### config.mk
export PLATFORM = sky130hd
export DESIGN_NAME = rounded_rect_alpha_compositor_unit
export DESIGN_NICKNAME = d
export VERILOG_FILES = /design/src/sv/rrac_pkg.sv /design/src/sv/rrac_cfg_regs.sv /design/src/sv/rrac_geom.sv /design/src/sv/rrac_blend.sv /design/src/sv/rounded_rect_alpha_compositor_unit.sv
export SDC_FILE = /design/constraint.sdc
export NUM_CORES = 2
export LEC_CHECK = 0
export BUFFER_PORTS_ARGS = -buffer_cell sky130_fd_sc_hd__buf_2
export CORE_MARGIN = 5
export CORE_UTILIZATION = 50
export CTS_BUF_LIST = sky130_fd_sc_hd__clkbuf_4
export DETAILED_ROUTE_END_ITERATION = 7
export PLACE_DENSITY = 0.68
export SKIP_LAST_GASP = 1
export SLEW_MARGIN = 0
export SYNTH_ARGS = -nofsm -noshare
export SYNTH_HDL_FRONTEND = slang
export SYNTH_SLANG_ARGS = --single-unit
### constraint.sdc
create_clock -name clk -period 11.7 [get_ports clk]
set_input_delay 1.17 -clock clk [delete_from_list [all_inputs] [get_ports clk]]
set_output_delay 1.17 -clock clk [all_outputs]
set_load 0.01 [all_outputs]
### src/sv/rrac_pkg.sv
`timescale 1ns / 1ps
// shared types and constants for the rounded rectangle alpha compositor
package rrac_pkg;

	localparam int COORD_W  = 16;
	localparam int CFG_IDX_W = 4;
	localparam int CFG_DATA_W = 32;
	localparam int IN_DATA_W = 56;
	localparam int OUT_DATA_W = 32;

	localparam logic [CFG_IDX_W-1:0] REG_RECT_LEFT     = 4'd0;
	localparam logic [CFG_IDX_W-1:0] REG_RECT_TOP      = 4'd1;
	localparam logic [CFG_IDX_W-1:0] REG_RECT_WIDTH    = 4'd2;
	localparam logic [CFG_IDX_W-1:0] REG_RECT_HEIGHT   = 4'd3;
	localparam logic [CFG_IDX_W-1:0] REG_FILL_COLOR    = 4'd4;
	localparam logic [CFG_IDX_W-1:0] REG_FILL_ALPHA    = 4'd5;
	localparam logic [CFG_IDX_W-1:0] REG_CORNER_RADIUS = 4'd6;
	localparam logic [CFG_IDX_W-1:0] REG_COLOR_OR_MASK = 4'd7;

	localparam logic [7:0]  ALPHA_OPAQUE   = 8'hFF;
	localparam logic [7:0]  ALPHA_CLEAR    = 8'h00;
	localparam logic [7:0]  FILL_ALPHA_RST = 8'hFF;
	localparam logic [31:0] OR_MASK_RST    = 32'hFF00_0000;

	typedef struct packed {
		logic signed [12:0] rect_left;
		logic signed [12:0] rect_top;
		logic [12:0]        rect_width;
		logic [12:0]        rect_height;
		logic [31:0]        fill_color;
		logic [7:0]         fill_alpha;
		logic [7:0]         corner_radius;
		logic [31:0]        color_or_mask;
	} cfg_t;

	typedef struct packed {
		logic en_s1;
		logic en_s2;
		logic en_s3;
		logic en_s4;
	} pipe_en_t;

endpackage

### src/sv/rrac_cfg_regs.sv
`timescale 1ns / 1ps
// configuration register file with write channel
module rrac_cfg_regs (
	input  logic                                clk,
	input  logic                                arst_n,
	input  logic                                cfg_valid,
	output logic                                cfg_ready,
	input  logic [rrac_pkg::CFG_IDX_W-1:0]      cfg_index,
	input  logic [rrac_pkg::CFG_DATA_W-1:0]     cfg_data,
	output rrac_pkg::cfg_t                      cfg
);
	import rrac_pkg::*;

	cfg_t cfg_q;

	assign cfg_ready = 1'b1;
	assign cfg       = cfg_q;

	always_ff @(posedge clk or negedge arst_n) begin
		if (!arst_n) begin
			cfg_q.rect_left     <= '0;
			cfg_q.rect_top      <= '0;
			cfg_q.rect_width    <= '0;
			cfg_q.rect_height   <= '0;
			cfg_q.fill_color    <= '0;
			cfg_q.fill_alpha    <= FILL_ALPHA_RST;
			cfg_q.corner_radius <= '0;
			cfg_q.color_or_mask <= OR_MASK_RST;
		end else if (cfg_valid) begin
			case (cfg_index)
				REG_RECT_LEFT:     cfg_q.rect_left     <= signed'(cfg_data[12:0]);
				REG_RECT_TOP:      cfg_q.rect_top      <= signed'(cfg_data[12:0]);
				REG_RECT_WIDTH:    cfg_q.rect_width    <= cfg_data[12:0];
				REG_RECT_HEIGHT:   cfg_q.rect_height   <= cfg_data[12:0];
				REG_FILL_COLOR:    cfg_q.fill_color    <= cfg_data[31:0];
				REG_FILL_ALPHA:    cfg_q.fill_alpha    <= cfg_data[7:0];
				REG_CORNER_RADIUS: cfg_q.corner_radius <= cfg_data[7:0];
				REG_COLOR_OR_MASK: cfg_q.color_or_mask <= cfg_data[31:0];
				default: begin
				end
			endcase
		end
	end

endmodule

### src/sv/rrac_geom.sv
`timescale 1ns / 1ps
// geometry pipeline: rectangle test, corner pick and squared distances
module rrac_geom #(
	parameter int unsigned SCREEN_MAX = 4096
) (
	input  logic                clk,
	input  rrac_pkg::pipe_en_t  en,
	input  rrac_pkg::cfg_t      cfg,
	input  logic [11:0]         pixel_x,
	input  logic [11:0]         pixel_y,
	output logic                inside_s3,
	output logic                hit_s3,
	output logic [15:0]         dxx_s3,
	output logic [15:0]         dyy_s3,
	output logic [15:0]         rr_s3
);
	import rrac_pkg::*;

	localparam logic [16:0] SCREEN_LIM = 17'(SCREEN_MAX);

	logic signed [COORD_W-1:0] x_w, y_w, left_w, top_w, right_w, bottom_w;
	logic                      inside_c;
	logic signed [COORD_W-1:0] lx_s1, ly_s1, rx_s1, ry_s1;
	logic                      inside_s1;

	logic signed [COORD_W-1:0] rad_w;
	logic                      hit_c;
	logic [7:0]                hd_c, vd_c;
	logic                      inside_s2, hit_s2;
	logic [7:0]                dx_s2, dy_s2;

	assign x_w      = signed'({4'd0, pixel_x});
	assign y_w      = signed'({4'd0, pixel_y});
	assign left_w   = {{3{cfg.rect_left[12]}}, cfg.rect_left};
	assign top_w    = {{3{cfg.rect_top[12]}}, cfg.rect_top};
	assign right_w  = left_w + signed'({3'd0, cfg.rect_width});
	assign bottom_w = top_w + signed'({3'd0, cfg.rect_height});

	assign inside_c = ({5'd0, pixel_x} < SCREEN_LIM) && ({5'd0, pixel_y} < SCREEN_LIM) &&
		(x_w >= left_w) && (x_w < right_w) && (y_w >= top_w) && (y_w < bottom_w);

	always_ff @(posedge clk) begin
		if (en.en_s1) begin
			inside_s1 <= inside_c;
			lx_s1     <= x_w - left_w;
			ly_s1     <= y_w - top_w;
			rx_s1     <= right_w - 16'sd1 - x_w;
			ry_s1     <= bottom_w - 16'sd1 - y_w;
		end
	end

	// corners in order top-left, top-right, bottom-left, bottom-right
	assign rad_w = signed'({8'd0, cfg.corner_radius});

	always_comb begin
		hit_c = 1'b0;
		hd_c  = '0;
		vd_c  = '0;
		if (lx_s1 < rad_w && ly_s1 < rad_w) begin
			hit_c = 1'b1;
			hd_c  = lx_s1[7:0];
			vd_c  = ly_s1[7:0];
		end else if (rx_s1 < rad_w && ly_s1 < rad_w) begin
			hit_c = 1'b1;
			hd_c  = rx_s1[7:0];
			vd_c  = ly_s1[7:0];
		end else if (lx_s1 < rad_w && ry_s1 < rad_w) begin
			hit_c = 1'b1;
			hd_c  = lx_s1[7:0];
			vd_c  = ry_s1[7:0];
		end else if (rx_s1 < rad_w && ry_s1 < rad_w) begin
			hit_c = 1'b1;
			hd_c  = rx_s1[7:0];
			vd_c  = ry_s1[7:0];
		end
	end

	always_ff @(posedge clk) begin
		if (en.en_s2) begin
			inside_s2 <= inside_s1;
			hit_s2    <= hit_c;
			dx_s2     <= cfg.corner_radius - hd_c - 8'd1;
			dy_s2     <= cfg.corner_radius - vd_c - 8'd1;
		end
	end

	always_ff @(posedge clk) begin
		if (en.en_s3) begin
			inside_s3 <= inside_s2;
			hit_s3    <= hit_s2;
			dxx_s3    <= dx_s2 * dx_s2;
			dyy_s3    <= dy_s2 * dy_s2;
			rr_s3     <= cfg.corner_radius * cfg.corner_radius;
		end
	end

endmodule

### src/sv/rrac_blend.sv
`timescale 1ns / 1ps
// color pipeline: per-channel alpha products and mixed word
module rrac_blend (
	input  logic                clk,
	input  rrac_pkg::pipe_en_t  en,
	input  rrac_pkg::cfg_t      cfg,
	input  logic [31:0]         dest_pixel,
	output logic [31:0]         dest_s3,
	output logic [31:0]         mix_s3
);
	import rrac_pkg::*;

	logic [31:0] dest_s1, dest_s2;
	logic [7:0]  ia;
	logic [15:0] sp_s2 [3];
	logic [15:0] dp_s2 [3];
	logic [15:0] sum_c [3];
	logic [23:0] rgb_c;

	assign ia = ALPHA_OPAQUE - cfg.fill_alpha;

	always_ff @(posedge clk) begin
		if (en.en_s1) begin
			dest_s1 <= dest_pixel;
		end
	end

	always_ff @(posedge clk) begin
		if (en.en_s2) begin
			dest_s2 <= dest_s1;
			for (int c = 0; c < 3; c++) begin
				sp_s2[c] <= cfg.fill_color[c*8 +: 8] * cfg.fill_alpha;
				dp_s2[c] <= dest_s1[c*8 +: 8] * ia;
			end
		end
	end

	always_comb begin
		for (int c = 0; c < 3; c++) begin
			sum_c[c]       = sp_s2[c] + dp_s2[c];
			rgb_c[c*8 +: 8] = sum_c[c][15:8];
		end
	end

	always_ff @(posedge clk) begin
		if (en.en_s3) begin
			dest_s3 <= dest_s2;
			if (cfg.fill_alpha == ALPHA_OPAQUE) begin
				mix_s3 <= cfg.fill_color;
			end else if (cfg.fill_alpha == ALPHA_CLEAR) begin
				mix_s3 <= dest_s2;
			end else begin
				mix_s3 <= cfg.color_or_mask | {8'd0, rgb_c};
			end
		end
	end

endmodule

### src/sv/rounded_rect_alpha_compositor_unit.sv
`timescale 1ns / 1ps
// top level: rounded rectangle alpha compositor with stream ports
// Takes one pixel per clock while s_tready is high and returns one pixel per
// input, in order; the result reaches the master side through a four-stage
// register pipeline (rectangle test, corner pick and products, squares and
// sums, final select). Backpressure on m_tready stalls a stage holding data
// only when every stage after it is full too; empty stages still fill, so
// s_tready stays high while bubbles remain. Configuration writes are taken on
// every cycle and should only be issued while no pixel is in flight.
module rounded_rect_alpha_compositor_unit #(
	parameter int unsigned SCREEN_MAX = 4096
) (
	input  logic                                clk,
	input  logic                                arst_n,
	input  logic                                s_tvalid,
	output logic                                s_tready,
	input  logic [rrac_pkg::IN_DATA_W-1:0]      s_tdata,  // pixel_x, pixel_y, dest_pixel
	output logic                                m_tvalid,
	input  logic                                m_tready,
	output logic [rrac_pkg::OUT_DATA_W-1:0]     m_tdata,  // out_pixel
	output logic [0:0]                          m_tuser,  // written
	input  logic                                cfg_valid,
	output logic                                cfg_ready,
	input  logic [rrac_pkg::CFG_IDX_W-1:0]      cfg_index,
	input  logic [rrac_pkg::CFG_DATA_W-1:0]     cfg_data
);
	import rrac_pkg::*;

	cfg_t        cfg;
	pipe_en_t    en;
	logic        valid_s1, valid_s2, valid_s3, valid_s4;
	logic        inside_s3, hit_s3;
	logic [15:0] dxx_s3, dyy_s3, rr_s3;
	logic [31:0] dest_s3, mix_s3;
	logic [16:0] dist_c;
	logic        written_c;
	logic        written_s4;
	logic [31:0] out_pixel_s4;

	rrac_cfg_regs u_cfg (
		.clk       (clk),
		.arst_n    (arst_n),
		.cfg_valid (cfg_valid),
		.cfg_ready (cfg_ready),
		.cfg_index (cfg_index),
		.cfg_data  (cfg_data),
		.cfg       (cfg)
	);

	assign en.en_s4 = !valid_s4 || m_tready;
	assign en.en_s3 = !valid_s3 || en.en_s4;
	assign en.en_s2 = !valid_s2 || en.en_s3;
	assign en.en_s1 = !valid_s1 || en.en_s2;
	assign s_tready = en.en_s1;

	always_ff @(posedge clk or negedge arst_n) begin
		if (!arst_n) begin
			valid_s1 <= 1'b0;
			valid_s2 <= 1'b0;
			valid_s3 <= 1'b0;
			valid_s4 <= 1'b0;
		end else begin
			if (en.en_s1) begin
				valid_s1 <= s_tvalid;
			end
			if (en.en_s2) begin
				valid_s2 <= valid_s1;
			end
			if (en.en_s3) begin
				valid_s3 <= valid_s2;
			end
			if (en.en_s4) begin
				valid_s4 <= valid_s3;
			end
		end
	end

	rrac_geom #(
		.SCREEN_MAX (SCREEN_MAX)
	) u_geom (
		.clk       (clk),
		.en        (en),
		.cfg       (cfg),
		.pixel_x   (s_tdata[11:0]),
		.pixel_y   (s_tdata[23:12]),
		.inside_s3 (inside_s3),
		.hit_s3    (hit_s3),
		.dxx_s3    (dxx_s3),
		.dyy_s3    (dyy_s3),
		.rr_s3     (rr_s3)
	);

	rrac_blend u_blend (
		.clk        (clk),
		.en         (en),
		.cfg        (cfg),
		.dest_pixel (s_tdata[55:24]),
		.dest_s3    (dest_s3),
		.mix_s3     (mix_s3)
	);

	assign dist_c    = {1'b0, dxx_s3} + {1'b0, dyy_s3};
	assign written_c = inside_s3 && !(hit_s3 && (dist_c > {1'b0, rr_s3}));

	always_ff @(posedge clk) begin
		if (en.en_s4) begin
			written_s4   <= written_c;
			out_pixel_s4 <= written_c ? mix_s3 : dest_s3;
		end
	end

	assign m_tvalid = valid_s4;
	assign m_tdata  = out_pixel_s4;
	assign m_tuser  = written_s4;

endmodule

# Yosys cells after proc, flatten, opt, wreduce, memory -nomap -nowiden
# Memory sizes are Yosys's and may differ from the RTL's.
# Cells that the tools add are included.
[word_totals]
ff_bits = 430
mem_count = 2
in_bits = 97
word_cells = 121
mem_bits_rw = 96
[mem_list]
columns = ["name", "words", "word_bits", "rd", "rd_ports_with_merged_regs", "wr", "line", "source"]
rows = [
  ["u_blend.dp_s2", 3, 16, 3, 0, 3, "rrac_blend.sv:16", "logic [15:0] dp_s2 [3];"],
  ["u_blend.sp_s2", 3, 16, 3, 0, 3, "rrac_blend.sv:15", "logic [15:0] sp_s2 [3];"],
]
[classes]
bitwise_logic = 1
mul = 9
n_eq_ne = 8
addsub = 17
magnitude_cmp = 9
n_reduce_logical = 29
mux = 14
[op_table]
columns = ["operator", "n"]
rows = [
  ["$mul A8 B8 Y16", 9],
  ["$mux W32", 3],
  ["$lt A16 B9 Y1", 4],
  ["$mux W8", 8],
  ["$add A16 B16 Y16", 3],
  ["$lt A13 B16 Y1", 2],
  ["$or A32 B24 Y32", 1],
  ["$sub A16 B13 Y16", 2],
  ["$sub A16 B2 Y16 const B", 2],
  ["$add A13 B14 Y15", 2],
  ["$sub A13 B13 Y14", 2],
  ["$ge A13 B13 Y1", 2],
  ["$add A16 B16 Y17", 1],
  ["$gt A17 B16 Y1", 1],
  ["$eq A4 B3 Y1 const B", 4],
  ["$reduce_and A2 Y1", 8],
  ["$sub A8 B1 Y8 const B", 2],
  ["$sub A8 B8 Y8", 2],
  ["$logic_and A1 B1 Y1", 9],
  ["$eq A4 B2 Y1 const B", 2],
  ["$eq A8 B8 Y1 const B", 1],
  ["$logic_not A8 Y1", 1],
  ["$sub A8 B8 Y8 const A", 1],
  ["$logic_not A1 Y1", 5],
  ["other kinds (5)", 10],
]

# Depth between registers and ports, before layout
[logic_depth]
word_depth = 8
mapped_depth = 19
ltp_nobuf = 18

# Modules after synthesis
# From an unflattened synthesis, not the netlist that was laid out.
[hier_totals]
cells_unflattened = 4008
hier_area_um2 = 43748.2
[by_module_without_submodules]
columns = ["module", "instances", "cells_per_inst", "area_per_inst_um2"]
rows = [
  ["rrac_blend", 1, 2059, 21742.1],
  ["rrac_geom", 1, 1418, 13842.0],
  ["rrac_cfg_regs", 1, 290, 5295.1],
  ["rounded_rect_alpha_compositor_unit", 1, 241, 2869.0],
]

# Worst setup path after synthesis
# OpenSTA, ideal clock, no wires.
[synth_path]
path_kind = "input to register"
from = "in m_tready"
to = "reg u_blend.dest_s2[0] (enable)"
path_stages = 2
t_required_ps = 10095
path_slack_ps = 5419
path_buffers = 0
arrival_time_ps = 4676
path_cell_list = "nor2b_1 -> nand3_1"
[synth_lines]
columns = ["element", "line", "source"]
rows = [
  ["start, declared", "rounded_rect_alpha_compositor_unit.sv:19", "input logic m_tready,"],
  ["end signal, assigned", "rrac_blend.sv:30", "dest_s2 <= dest_s1;"],
  ["end, declared", "rrac_blend.sv:13", "logic [31:0] dest_s1, dest_s2;"],
]

==> results.json <==
{
  "status": "complete, no violations",
  "highest_layer": "met5",
  "ant_nets": 0,
  "wl_mm": 95.55,
  "final_cell_mix": "inv_1 (575), ha_1 (513), edfxtp_1 (383), fa_1 (301), nand2_1 (204)",
  "crit_family": "adder cells",
  "syn_to_final_growth_pct": 9.127,
  "clock_sinks": 519,
  "fp.dieH_um": 301.8,
  "path_buf_inv": 3,
  "clk_latency_ns": 1.10,
  "drtIter0Drc": 1490,
  "cts_setup_buffers": 0,
  "fp.dieW_um": 301.8,
  "grt_pass1_vias": 29920,
  "vias": 28640,
  "critPathKind": "flip-flop to flip-flop",
  "start_util": 0.5015,
  "numCtsBuffers": 149,
  "synth-edff-count": 383,
  "r2r_start": "u_cfg.cfg[44]",
  "period_needed_ns": 5.403,
  "cp_slowest_cell": "dfstp_2",
  "wl_met2_mm": 44.44,
  "io_pins": 133,
  "clockBufferDepth": 3,
  "async_reset_ff_frac": 0.2620,
  "synth_top_area_share": 0.2702,
  "startpoint_type": "flip-flop",
  "post_synth.cell_area_avg_um2": 10.86,
  "maxCapViolCount": 0,
  "crit_start": "u_cfg.cfg[44]",
  "cpPeakStageDelay_ns": 0.79,
  "wl_met3_mm": 6.074,
  "maxSlewViolCount": 0,
  "grt-ovfl-total": 0,
  "yosys_warnings": 0,
  "routed_via_density": 5.302,
  "wl_met1_mm": 42.27,
  "path_cells": "buf_4 > nor2b_1 > fa_1 > fa_1 > inv_1 > fa_1 > fa_1 > inv_1 > ha_1 > o21a_1 > nor2_1 > o21bai_1 > a31o_2 > a41o_1 > o41ai_1 > xnor2_1",
  "cp.arrival_ns": 6.19,
  "synthDistinctLibCells": 86,
  "clock_skew_ns": 0.1187,
  "rows": 107,
  "cp-end-kind": "flip-flop",
  "fillCellCount": 7449,
  "grt_max_degree": 76,
  "hold_viol": 0,
  "wl_per_cell_um": 17.69,
  "core-area_um2": 84880,
  "drtPass1Iterations": 5,
  "cts_tree": "done",
  "drc": 0,
  "finalNetCount": 5044,
  "netlist_area_um2": 42570,
  "relSlewSlack": 0.2654,
  "hold_buffers": 0,
  "critPathMostFrequentCell": "fa_1",
  "syn_inst": 3919,
  "grt_use_total": 0.2160,
  "ys.flop_type": "edfxtp_1",
  "critPathMaxFanout": 32,
  "layout_commonest_cell": "inv_1",
  "postCtsResizedCells": 0,
  "gp_congestion": 0.8720,
  "setup_violations": 0,
  "finalCritPeriodShare": 0.4618,
  "critPathRequiredTime_ns": 12.48,
  "rsz0062_at_grt": "no",
  "tightest_slew_ns": 1.102,
  "cts_root_buffer": "clkbuf_4",
  "layout-drive-gt1-share": 0.1399,
  "antenna_found_initial": 7,
  "final.setup.tns_ns": 0,
  "place_hpwl_mm": 72.14,
  "synth.ff_latch_count": 519,
  "ys_seq_area_frac": 0.3506,
  "synthTopCellsByArea": "edfxtp_1 (27%), ha_1 (15%), fa_1 (14%)",
  "cts.reportedPaths.clkPinSlew_ns": 0.06,
  "hold_path.class": "input pin to asynchronous set/reset pin",
  "h-tree-depth": 4,
  "die_area_um2": 91070,
  "yosysTopAreaCell": "edfxtp_1",
  "grt_pass1_wl_mm": 155.4,
  "portBuffers": 131,
  "max_freq_mhz": 185.1
}
per-layer routing:
metal / vias up / global-route usage
met5: - / 0
met4: 2 / 0.07619
met3: 178 / 0.05412
met2: 662 / 0.3497
met1: 14070 / 0.2850
li1: 13730 / -
synth_stat cells, drive strengths merged, types with 4 or more instances:
library cell	instances
inv	576
o211ai	14
fa	301
o21ai	95
nor2	149
xor2	48
nand4	16
buf	25
o22ai	4
a21o	65
a211oi	19
o221ai	4
o21bai	22
nand2	206
a21oi	170
nor3b	5
and2	188
mux2i	6
dfrtp	120
a31o	10
ha	513
o41ai	7
a22oi	14
mux2	155
nor3	57
or3	17
a41oi	15
o31a	5
clkbuf	66
o21a	34
xnor2	179
nand3	37
and4	5
or2	13
nand2b	72
o31ai	15
and3	7
dfstp	16
edfxtp	383
nor4	10
a221oi	6
a31oi	15
nor2b	195
nand3b	6
registers in the layout (all words and copies together), names as in the netlist, 16 cells and up:
| register | count |
|---|---|
| u_blend.mix_s3 | 32 |
| m_tdata | 32 |
| u_blend.dest_s2 | 32 |
| u_geom.ry_s1 | 16 |
| u_blend.sp_s2 | 48 |
| u_blend.dest_s1 | 32 |
| u_blend.dp_s2 | 48 |
| u_blend.dest_s3 | 32 |
| u_geom.rx_s1 | 16 |
| u_cfg.cfg | 132 |
final timing paths:
path                            cells after the start                    to  slack (ns)
max in group asynchronous                           2         u_cfg.cfg[73]       10.08
worst min register to register                      0      u_geom.inside_s3        0.42
worst max register to register                     16  u_blend.dp_s2[0][31]        6.30
worst min-delay path                                1         u_cfg.cfg[90]        0.18
min in group clk                                    1   u_blend.dest_s1[24]        0.28
worst max-delay path                               16  u_blend.dp_s2[0][31]        6.30
cell type report:
cell class	count	area [um^2]	area share
Inverter	577	2166	0.04663
Multi-Input combinational cell	2733	25150	0.5413
Antenna cell	3	7.507	0.0001616
Timing Repair Buffer	153	827.0	0.01780
Clock inverter	72	449.2	0.009670
Tap cell	1144	1431	0.03081
Clock buffer	200	1501	0.03232
Sequential cell	519	14920	0.3213
stage by stage:
step	cell area (um^2)	cells	setup slack (ns)	hold WS (ns)	util
final	46450	5401	6.297	0.1835	0.5473
after global routing	46450	5401	6.027	0.1335	0.5473
after CTS	46440	5398	6.314	0.05701	0.5472
after detailed placement	44490	5126	6.370	0.4045	0.5242
after global placement	44490	5126	6.396	0.4023	0.5242
after floorplan	42570	3920	5.419	0.4003	-
logic make-up (layout without fill, tap and decap cells):
group,count (synthesis),in the layout,share of synthesized area
xor gates and xnor gates,227,227,0.04671
other,2,6,0.0001764
muxes,161,161,0.04497
buffers and inverters,668,1002,0.05952
AOI/OAI and AO/OA,537,537,0.08198
DFF,519,519,0.3506
adders and majority gates,814,814,0.2923
and+or+nand+nor,991,991,0.1237
Power is not shown: default switching activity piles up to over one toggle a cycle in this logic, so the estimate is an artifact.
